[src/hdl/fixed_block_pool_allocator_core_macros.svh]
// Assertion macros for the block pool allocator.
// Empty bodies when SYNTHESIS is defined.
`ifndef FIXED_BLOCK_POOL_ALLOCATOR_CORE_MACROS_SVH
`define FIXED_BLOCK_POOL_ALLOCATOR_CORE_MACROS_SVH

`ifndef SYNTHESIS
`define ASSERT_IMPLY(lbl, clk, rst_n, ante, cons) \
	lbl: assert property (@(posedge clk) disable iff (!rst_n) (ante) |-> (cons)) \
		else $error("same-cycle check failed");
`define ASSERT_NEXT(lbl, clk, rst_n, ante, cons) \
	lbl: assert property (@(posedge clk) disable iff (!rst_n) (ante) |=> (cons)) \
		else $error("next-cycle check failed");
`else
`define ASSERT_IMPLY(lbl, clk, rst_n, ante, cons)
`define ASSERT_NEXT(lbl, clk, rst_n, ante, cons)
`endif

`endif

[src/hdl/fbpa_pkg.sv]
package fbpa_pkg;

	localparam int SIZE_W   = 13;
	localparam int COUNT_W  = 11;
	localparam int SLOT_W   = 10;
	localparam int OFF_W    = 22;
	localparam int STATUS_W = 3;
	localparam int DIV_CNT_W = $clog2(OFF_W + 1);

	localparam int IN_TDATA_W  = ((OFF_W + 7) / 8) * 8;
	localparam int OUT_FIELD_W = SLOT_W + OFF_W + COUNT_W;
	localparam int OUT_TDATA_W = ((OUT_FIELD_W + 7) / 8) * 8;

	localparam logic [SIZE_W-1:0]  SIZE_RESET  = SIZE_W'(4);
	localparam logic [COUNT_W-1:0] COUNT_RESET = COUNT_W'(1024);

	typedef enum logic [STATUS_W-1:0] {
		ST_OK         = 3'd0,
		ST_EMPTY      = 3'd1,
		ST_MISALIGNED = 3'd2,
		ST_RANGE      = 3'd3,
		ST_NONE_USED  = 3'd4
	} status_t;

	typedef enum logic {
		OP_ALLOC   = 1'b0,
		OP_RELEASE = 1'b1
	} opcode_t;

	typedef enum logic {
		REG_BLOCK_SIZE  = 1'b0,
		REG_BLOCK_COUNT = 1'b1
	} reg_index_t;

	typedef struct packed {
		logic    capture;
		logic    mem_rd;
		logic    alloc_commit;
		logic    div_start;
		logic    div_step;
		logic    rel_commit;
		logic    load_out;
		status_t status;
	} ctl_cmd_t;

	typedef struct packed {
		logic release_op;
		logic empty;
		logic none_used;
		logic div_last;
		logic misaligned;
		logic out_of_range;
	} dp_stat_t;

endpackage

[src/hdl/fbpa_ctrl.sv]
module fbpa_ctrl
	import fbpa_pkg::*;
(
	input  logic     clk,
	input  logic     arst_n,
	input  logic     in_valid,
	output logic     in_ready,
	output logic     out_valid,
	input  logic     out_ready,
	input  dp_stat_t stat,
	output ctl_cmd_t cmd
);

	typedef enum logic [2:0] {
		S_IDLE,
		S_DECIDE,
		S_A_IDX,
		S_R_DIV,
		S_R_CHK,
		S_RESULT
	} state_t;

	state_t  state_q, state_d;
	status_t status_q, status_d;
	logic    out_valid_q;

	assign in_ready  = (state_q == S_IDLE);
	assign out_valid = out_valid_q;

	always_comb begin
		state_d  = state_q;
		status_d = status_q;
		cmd = '0;
		cmd.status = status_q;
		case (state_q)
			S_IDLE: begin
				if (in_valid) begin
					cmd.capture = 1'b1;
					state_d = S_DECIDE;
				end
			end
			S_DECIDE: begin
				if (stat.release_op) begin
					if (stat.none_used) begin
						status_d = ST_NONE_USED;
						state_d  = S_RESULT;
					end else begin
						cmd.div_start = 1'b1;
						state_d = S_R_DIV;
					end
				end else begin
					if (stat.empty) begin
						status_d = ST_EMPTY;
						state_d  = S_RESULT;
					end else begin
						cmd.mem_rd = 1'b1;
						state_d = S_A_IDX;
					end
				end
			end
			S_A_IDX: begin
				cmd.alloc_commit = 1'b1;
				status_d = ST_OK;
				state_d  = S_RESULT;
			end
			S_R_DIV: begin
				cmd.div_step = 1'b1;
				if (stat.div_last) begin
					state_d = S_R_CHK;
				end
			end
			S_R_CHK: begin
				if (stat.misaligned) begin
					status_d = ST_MISALIGNED;
				end else if (stat.out_of_range) begin
					status_d = ST_RANGE;
				end else begin
					cmd.rel_commit = 1'b1;
					status_d = ST_OK;
				end
				state_d = S_RESULT;
			end
			S_RESULT: begin
				// hold until the output register is free
				if (!out_valid_q || out_ready) begin
					cmd.load_out = 1'b1;
					state_d = S_IDLE;
				end
			end
			default: begin
				state_d = S_IDLE;
			end
		endcase
	end

	always_ff @(posedge clk or negedge arst_n) begin
		if (!arst_n) begin
			state_q     <= S_IDLE;
			status_q    <= ST_OK;
			out_valid_q <= 1'b0;
		end else begin
			state_q  <= state_d;
			status_q <= status_d;
			if (cmd.load_out) begin
				out_valid_q <= 1'b1;
			end else if (out_ready) begin
				out_valid_q <= 1'b0;
			end
		end
	end

endmodule

[config.mk]
export PLATFORM = sky130hd
export DESIGN_NAME = fbpa_ctrl
export DESIGN_NICKNAME = d
export VERILOG_FILES = /design/src/hdl/fixed_block_pool_allocator_core_macros.svh /design/src/hdl/fbpa_pkg.sv /design/src/hdl/fbpa_ctrl.sv
export SDC_FILE = /design/constraint.sdc
export NUM_CORES = 1
export LEC_CHECK = 0
export BUFFER_PORTS_ARGS = -buffer_cell sky130_fd_sc_hd__buf_2
export CORE_AREA = 2 2 39 41
export CTS_BUF_LIST = sky130_fd_sc_hd__clkbuf_8
export DETAILED_ROUTE_END_ITERATION = 10
export DIE_AREA = 0 0 41 43
export GPL_TIMING_DRIVEN = 1
export SLEW_MARGIN = 20
export SYNTH_ARGS = -nofsm -noshare
export SYNTH_HDL_FRONTEND = slang
export SYNTH_SLANG_ARGS = --single-unit
[constraint.sdc]
create_clock -name clk -period 2.7 [get_ports clk]
set_clock_uncertainty 0.15 [all_clocks]
set_input_delay 0.27 -clock clk [delete_from_list [all_inputs] [get_ports clk]]
set_output_delay 0.27 -clock clk [all_outputs]
set_load 0.05 [all_outputs]
Word level (Yosys, flattened, before mapping)
Cells that the tools add are included.
- bits in registers: 7
- input port bits: 10
- output and inout port bits: 12
- logic and storage cells: 51
- eq/ne operators: 10
- muxes and demuxes: 30
- reduce and logical (&&, ||, !) cells: 8
- operator list (kind ; number):
    3-bit two-way mux ; 10
    1-bit two-way mux ; 17
    3-bit one-hot mux with 5 select lines ; 1
    3-bit one-hot mux with 3 select lines ; 1
    3-bit by 2-bit == test with 1-bit output, second input constant ; 2
    3-bit == test, second input constant ; 2
    2-bit != test, second input constant ; 3
    3-bit != test, second input constant ; 2
    3-bit AND reduction ; 2
    3-bit by 1-bit == test with 1-bit output, second input constant ; 1
    3-bit zero test ; 1
    3-bit nonzero test ; 1
    2-bit two-way mux ; 1
    2-bit nonzero test ; 1
    2-bit OR reduction ; 1
    1-bit zero test ; 1
    1-bit logical OR ; 1

Depth between registers and ports, before layout
Gate-level depths: netlist of run 1.
- depth after elaboration: 5
- depth in mapped cells: 5
- depth with buffers taken out: 4

Worst setup path before layout of run 1
Ideal clock, no wire load.
- path kind: flip-flop to output port
- from: register state_q[0]
- to: output port cmd[9] (netlist name)
- data arrival time: 2.299 ns
- required time: 2.280 ns
- setup slack: -0.019 ns
- stages on the path, launching flop included: 4
- buffers on the path: 1
- cells stage by stage: dfrtp_1 clkbuf_1 nor3_1 and2_1
- RTL lines (item ; line ; source):
    start: declaration ; fbpa_ctrl.sv:23 ; state_t state_q, state_d;
    start signal: assignment ; fbpa_ctrl.sv:102 ; state_q <= state_d;
    end: declaration ; fbpa_ctrl.sv:11 ; output ctl_cmd_t cmd

==> impl_metrics.tcl, run 1 <==
set metrics [dict create \
    status "complete, no violations" \
    cp_common_cell "nor2_1" \
    r2r_end "status_q[0]" \
    ant_nets 0 \
    crit_required_ns 2.28 \
    leakagePower_nw 0.310 \
    clockBufferDepth 2 \
    internal_power_uw 421 \
    dr.pass1.iters 4 \
    clkTransAtPathRegs_ns 0.04 \
    hpwl_um 795 \
    ys_seq_elements 7 \
    critical_path.slowest_cell "dfrtp_1" \
    fp.coreArea_um2 1380 \
    ir_drop_mv 0.460 \
    comb_power_share 0.567 \
    setup_viol 0 \
    cp_cell_sequence "nand2b_1 -> nor2_1 -> nand2_1 -> nor2_1 -> buf_2" \
    vias 464 \
    area_delta_synth_final_pct 35.1 \
    gp_congestion 0.806 \
    yosys_most_used_dff "dfrtp_1" \
    grt.overflow.total 0 \
    dieArea_um2 1760 \
    fill_cells 146 \
    synth_top_area_cell "dfrtp_1" \
    cp_data_arrival_time_ns 1.56 \
    grt_max_degree 16 \
    cp-start-kind "flop" \
    holdPathStages 2 \
    antenna_found_initial 0 \
    r2r-start "state_q[1]" \
    clock_latency_ns 0.22 \
    synthCells 54 \
    cts_tree "built" \
    avgSynthCellArea_um2 8.78 \
    hold_end "status_q[2]" \
    p_switching_uw 462 \
    maxSlewHeadroom 0.695 \
    fmax_mhz 505 \
    drc_errors 0 \
    synth_cell_types 24 \
    period_needed_ns 1.98 \
    dieHeight_um 43 \
    routed_wl_um 1060 \
    rsz0062_at_grt "no" \
    slew_viol_final 0 \
    cts_made_buffers 3 \
    pwr-share-clk 0.159 \
    synthesis.nets 64 \
    grt_pass1_vias 385 \
    ys_async_sr_fraction 1.00 \
    die_width_um 41 \
    crit_buf_inv 1 \
    p_per_area_nw_per_um2 1380 \
    track_usage 0.148 \
    total_power_uw 884 \
    cp_max_fo 11 \
    ys_seq_area_frac 0.369 \
    reg2reg_depth 4 \
    hp-class "in2reg" \
    end_kind "output port" \
    slowest_delay_ns 0.51 \
    syn_area_um2 474 \
    synth_edf_count 0 \
    grt_pass1_wl_um 1770 \
    finalSetupTns_ns 0 \
    period_share 0.733 \
    root_buffer "clkbuf_8" \
    nets 88 \
    drtIter0Drc 19 \
    final_hold_viol_count 0 \
    cts.sinks 7 \
    synth_top_cell_area_share 0.369 \
    swShare 0.523 \
    critPathTopFamily "simple AND/OR/NAND/NOR gates" \
    regToRegSetupSlack_ns 0.84 \
    crit_type "reg2out" \
    initial_core_util 0.343 \
    synth.area.top_cells "dfrtp_1, nor2_1, mux2_4, o31ai_4, nor3_1" \
    numPortBuffers 21 \
    drv_cap 0 \
    worst_slew_pin_slew_ns 0.458 \
    io_pins 22 \
    vias_per_cell 4.99 \
    power_frac_seq 0.274 \
    htreeDepth 1 \
    yosys.cell_count.top_type "nor2_1" \
    num_rows 14 \
    wire_per_inst_um 11.4 \
    yosysWarningCount 0 \
    synth_common_cells "nor2_1, dfrtp_1, nand2_1, nor3_1, o21ai_0" \
    drive_gt1_frac 0.390 \
    hold_start "stat[3]" \
    antenna_cells 0 \
]
cell families after synthesis:
family	after synthesis	share of synthesized area
compound gates	12	0.206
mux	2	0.0633
simple gates	29	0.314
flops	7	0.369
buf+inv	4	0.0475
power groups by stage:
stage / registers (mW) / logic, mW / clock network (mW)
final: 0.242 / 0.501 / 0.140
after global routing: 0.257 / 0.542 / 0.155
after CTS: 0.240 / 0.505 / 0.145
after detailed placement: 0.241 / 0.501 / 0
after global placement: 0.239 / 0.503 / 0
after floorplan: 0.270 / 0.391 / 0
final cells by class:
type	instances	area, um^2	area share
timing repair buffer	22	115	0.180
multi-input combinational	43	282	0.439
clock inverter	1	3.75	0.00586
sequential	7	175	0.273
tap	16	20.0	0.0313
inverter	1	3.75	0.00586
clock buffer	3	41.3	0.0645
state kept, by name (all words and copies together) (netlist names):
signal and flops:
out_valid 1, status_q 3, state_q 3
cells in the final DEF (no fill, tap or decap), drive strengths merged, types with 2 or more instances in the layout:
cell type,synthesis,layout
a21oi,2,2
o21ai,4,4
buf,1,21
and2,2,2
inv,1,2
o2bb2ai,2,2
nor2,11,11
nand2,4,4
nand2b,2,2
dfrtp,7,7
clkbuf,2,3
nor3,4,4
mux2,2,2
worst max path at each step:
| stage | from | endpoint | slack [ns] | cells past startpoint |
|---|---|---|---|---|
| 2_1_floorplan | state_q[1] | cmd[8] | 0.12 | 2 |
| 3_3_place_gp | stat[5] | status_q[0] | 0.94 | 5 |
| 3_5_place_dp | state_q[1] | status_q[0] | 0.88 | 4 |
| 4_1_cts | state_q[2] | cmd[6] | 0.72 | 5 |
| 5_1_grt | state_q[0] | cmd[6] | 0.57 | 5 |
| 6_report | state_q[2] | cmd[6] | 0.72 | 5 |
per-stage QoR:
stage	std cells	setup slack [ns]	hold slack, ns	utilization	cell area [um^2]
6_report	93	0.721	0.169	0.463	641
5_1_grt	93	0.565	0.187	0.463	641
2_1_floorplan	54	0.121	-0.176	-	479
3_5_place_dp	88	0.878	-0.0344	0.423	586
3_3_place_gp	88	0.942	-0.0334	0.423	586
4_1_cts	93	0.721	0.171	0.463	641
layer usage:
| layer | vias up | wire [um] | global-route usage |
|---|---|---|---|
| met5 | - | 0 | 0 |
| met3 | 2 | 64 | 0.0157 |
| met1 | 204 | 529 | 0.238 |
| met2 | 18 | 457 | 0.175 |
| met4 | 0 | 11 | 0.100 |
| li1 | 240 | - | - |
repair_timing:
action,4_1_cts,5_1_grt
resized for setup,0,0
setup buffers,0,0
endpoints found under the hold margin,7,0
hold buffers,1,0
(Power assumes the default switching activity.)
==> run 2: changes to the inputs <==
==> constraint.sdc (replaced) <==
create_clock -name clk -period 1.95 [get_ports clk]
set_clock_uncertainty 0.15 [all_clocks]
set_input_delay 0.195 -clock clk [delete_from_list [all_inputs] [get_ports clk]]
set_output_delay 0.195 -clock clk [all_outputs]
set_load 0.05 [all_outputs]
==> run 2 against run 1 <==
Worst setup slack got worse by 0.57 ns. Non-clock buffer count rose by 3. Largest cell class unchanged. Via count rose by 4.1%. Critical path depth did not move. Sequential power rose by 18%. Combinational power rose by 61%. Die area did not move. Power rose by 47%. Register-to-register slack got worse by 0.58 ns. Clock power rose by 45%. First-iteration DRC count rose by 26%. Highest routed layer unchanged. Sequential share of layout area fell by 1.4 points.
==> impl_metrics.tcl, run 2 (synthesis results as in run 1) <==
set metrics [dict create \
    vias 483 \
    r2r-start "state_q[1]" \
    clkTransAtPathRegs_ns 0.04 \
    drive_gt1_frac 0.463 \
    crit_required_ns 1.60 \
    pwr-share-clk 0.157 \
    num_rows 14 \
    grt_max_degree 13 \
    fp.coreArea_um2 1380 \
    p_switching_uw 667 \
    gp_congestion 0.818 \
    post-route-cell-area_um2 681 \
    ir_drop_mv 0.817 \
    drtIter0Drc 24 \
    fmax_mhz 555 \
    hold_start "stat[0]" \
    multi_input_area_um2 298 \
    hold_ws_ns 0.104 \
    clockBufferDepth 2 \
    final_common_cell "buf_2" \
    nets 91 \
    end_kind "output port" \
    hp-class "in2reg" \
    dpl_cell_area_um2 624 \
    hpwl_um 861 \
    dieArea_um2 1760 \
    vias_per_cell 5.03 \
    maxSlewHeadroom 0.789 \
    slew_viol_final 0 \
    dieHeight_um 43 \
    internal_power_uw 628 \
    critPathTopFamily "flip-flops" \
    crit_type "reg2out" \
    seqCellArea_um2 176 \
    cp-startpoint "state_q[1]" \
    cp_common_cell "nor2_1" \
    setup_viol 0 \
    htreeDepth 1 \
    period_needed_ns 1.80 \
    p_per_area_nw_per_um2 1900 \
    grt_pass1_vias 452 \
    root_buffer "clkbuf_8" \
    post-route-util 0.492 \
    swShare 0.515 \
    track_usage 0.165 \
    leakagePower_nw 0.329 \
    cts.sinks 7 \
    cp-start-kind "flop" \
    antenna_found_initial 0 \
    reg2reg_depth 4 \
    fill_cells 133 \
    die_width_um 41 \
    status "complete, no violations" \
    area_delta_synth_final_pct 43.5 \
    cp.depth 5 \
    rsz0062_at_grt "no" \
    dr.pass1.iters 4 \
    final_hold_viol_count 0 \
    cp_data_arrival_time_ns 1.46 \
    period_share 0.924 \
    layout_common_cells "buf_2, nor2_1, dfrtp_1" \
    grt.overflow.total 0 \
    power_frac_seq 0.220 \
    ant_nets 0 \
    wire_per_inst_um 11.7 \
    drc_errors 0 \
    crit_buf_inv 2 \
    critical_path.slowest_cell "dfrtp_1" \
    routed_wl_um 1120 \
    initial_core_util 0.343 \
    cts_tree "built" \
    antenna_cells 0 \
    io_pins 22 \
    grt_pass1_wl_um 1940 \
    cp_cell_sequence "buf_4 -> nor2_1 -> nand2_1 -> nor2_1 -> buf_2" \
    drv_cap 0 \
    comb_power_share 0.623 \
    clock_latency_ns 0.23 \
    worst_slew_pin_slew_ns 0.314 \
    total_power_mw 1.29 \
    cp_max_fo 10 \
    cts_made_buffers 3 \
    slowest_delay_ns 0.47 \
    numPortBuffers 21 \
    holdPathStages 3 \
]
==> run 2: final timing paths <==
| kind | end | slack (ns) |
|---|---|---|
| max reg2reg | status_q[0] | 0.26 |
| min | status_q[1] | 0.10 |
| max in group asynchronous | state_q[0] | 1.29 |
| min reg2reg | status_q[1] | 0.34 |
| min in group asynchronous | state_q[0] | 0.19 |
| max | cmd[6] | 0.15 |
==> run 2: final cells by class <==
cell class | count | share of cell area
sequential | 7 | 0.259
tap | 16 | 0.0294
timing repair buffer | 25 | 0.202
clock inverter | 1 | 0.00551
clock buffer | 3 | 0.0607
inverter | 1 | 0.00551
multi-input combinational | 43 | 0.438
==> run 2: what timing repair did <==
action	CTS	global route
hold buffers	1	0
hold endpoints to repair	7	0
setup buffers	0	0
setup endpoints to repair	0	1
gates resized for setup	0	1
==> run 2: worst register-to-register path, cell delays in order (launching register included) <==
cell and delay (ns):
dfrtp_1 0.50, inv_1 0.16, and3_4 0.21, o31ai_4 0.23
mux2_4 0.32
==> run 2: per-stage QoR <==
step / setup WS, ns / TNS, ns / cells
floorplan: -0.222 / -0.332 / 54
global placement: 0.272 / 0 / 91
detailed placement: 0.252 / 0 / 91
CTS: 0.0921 / 0 / 96
global route: 0.0128 / 0 / 96
finish: 0.148 / 0 / 96
==> run 2: power groups by stage <==
stage	Sequential (mW)	Clock, mW	Combinational [mW]
5_1_grt	0.300	0.221	0.873
3_3_place_gp	0.281	0	0.809
3_5_place_dp	0.285	0	0.808
6_report	0.285	0.203	0.806
2_1_floorplan	0.373	0	0.554
4_1_cts	0.283	0.209	0.811
==> run 2: metal layers <==
layer	share of wire	global-route usage	wire [um]	up-vias
li1	-	-	-	242
met1	0.45	0.236	500	215
met2	0.45	0.219	509	23
met3	0.073	0.0157	82	3
met4	0.025	0.120	28	0
met5	0	0	0	-
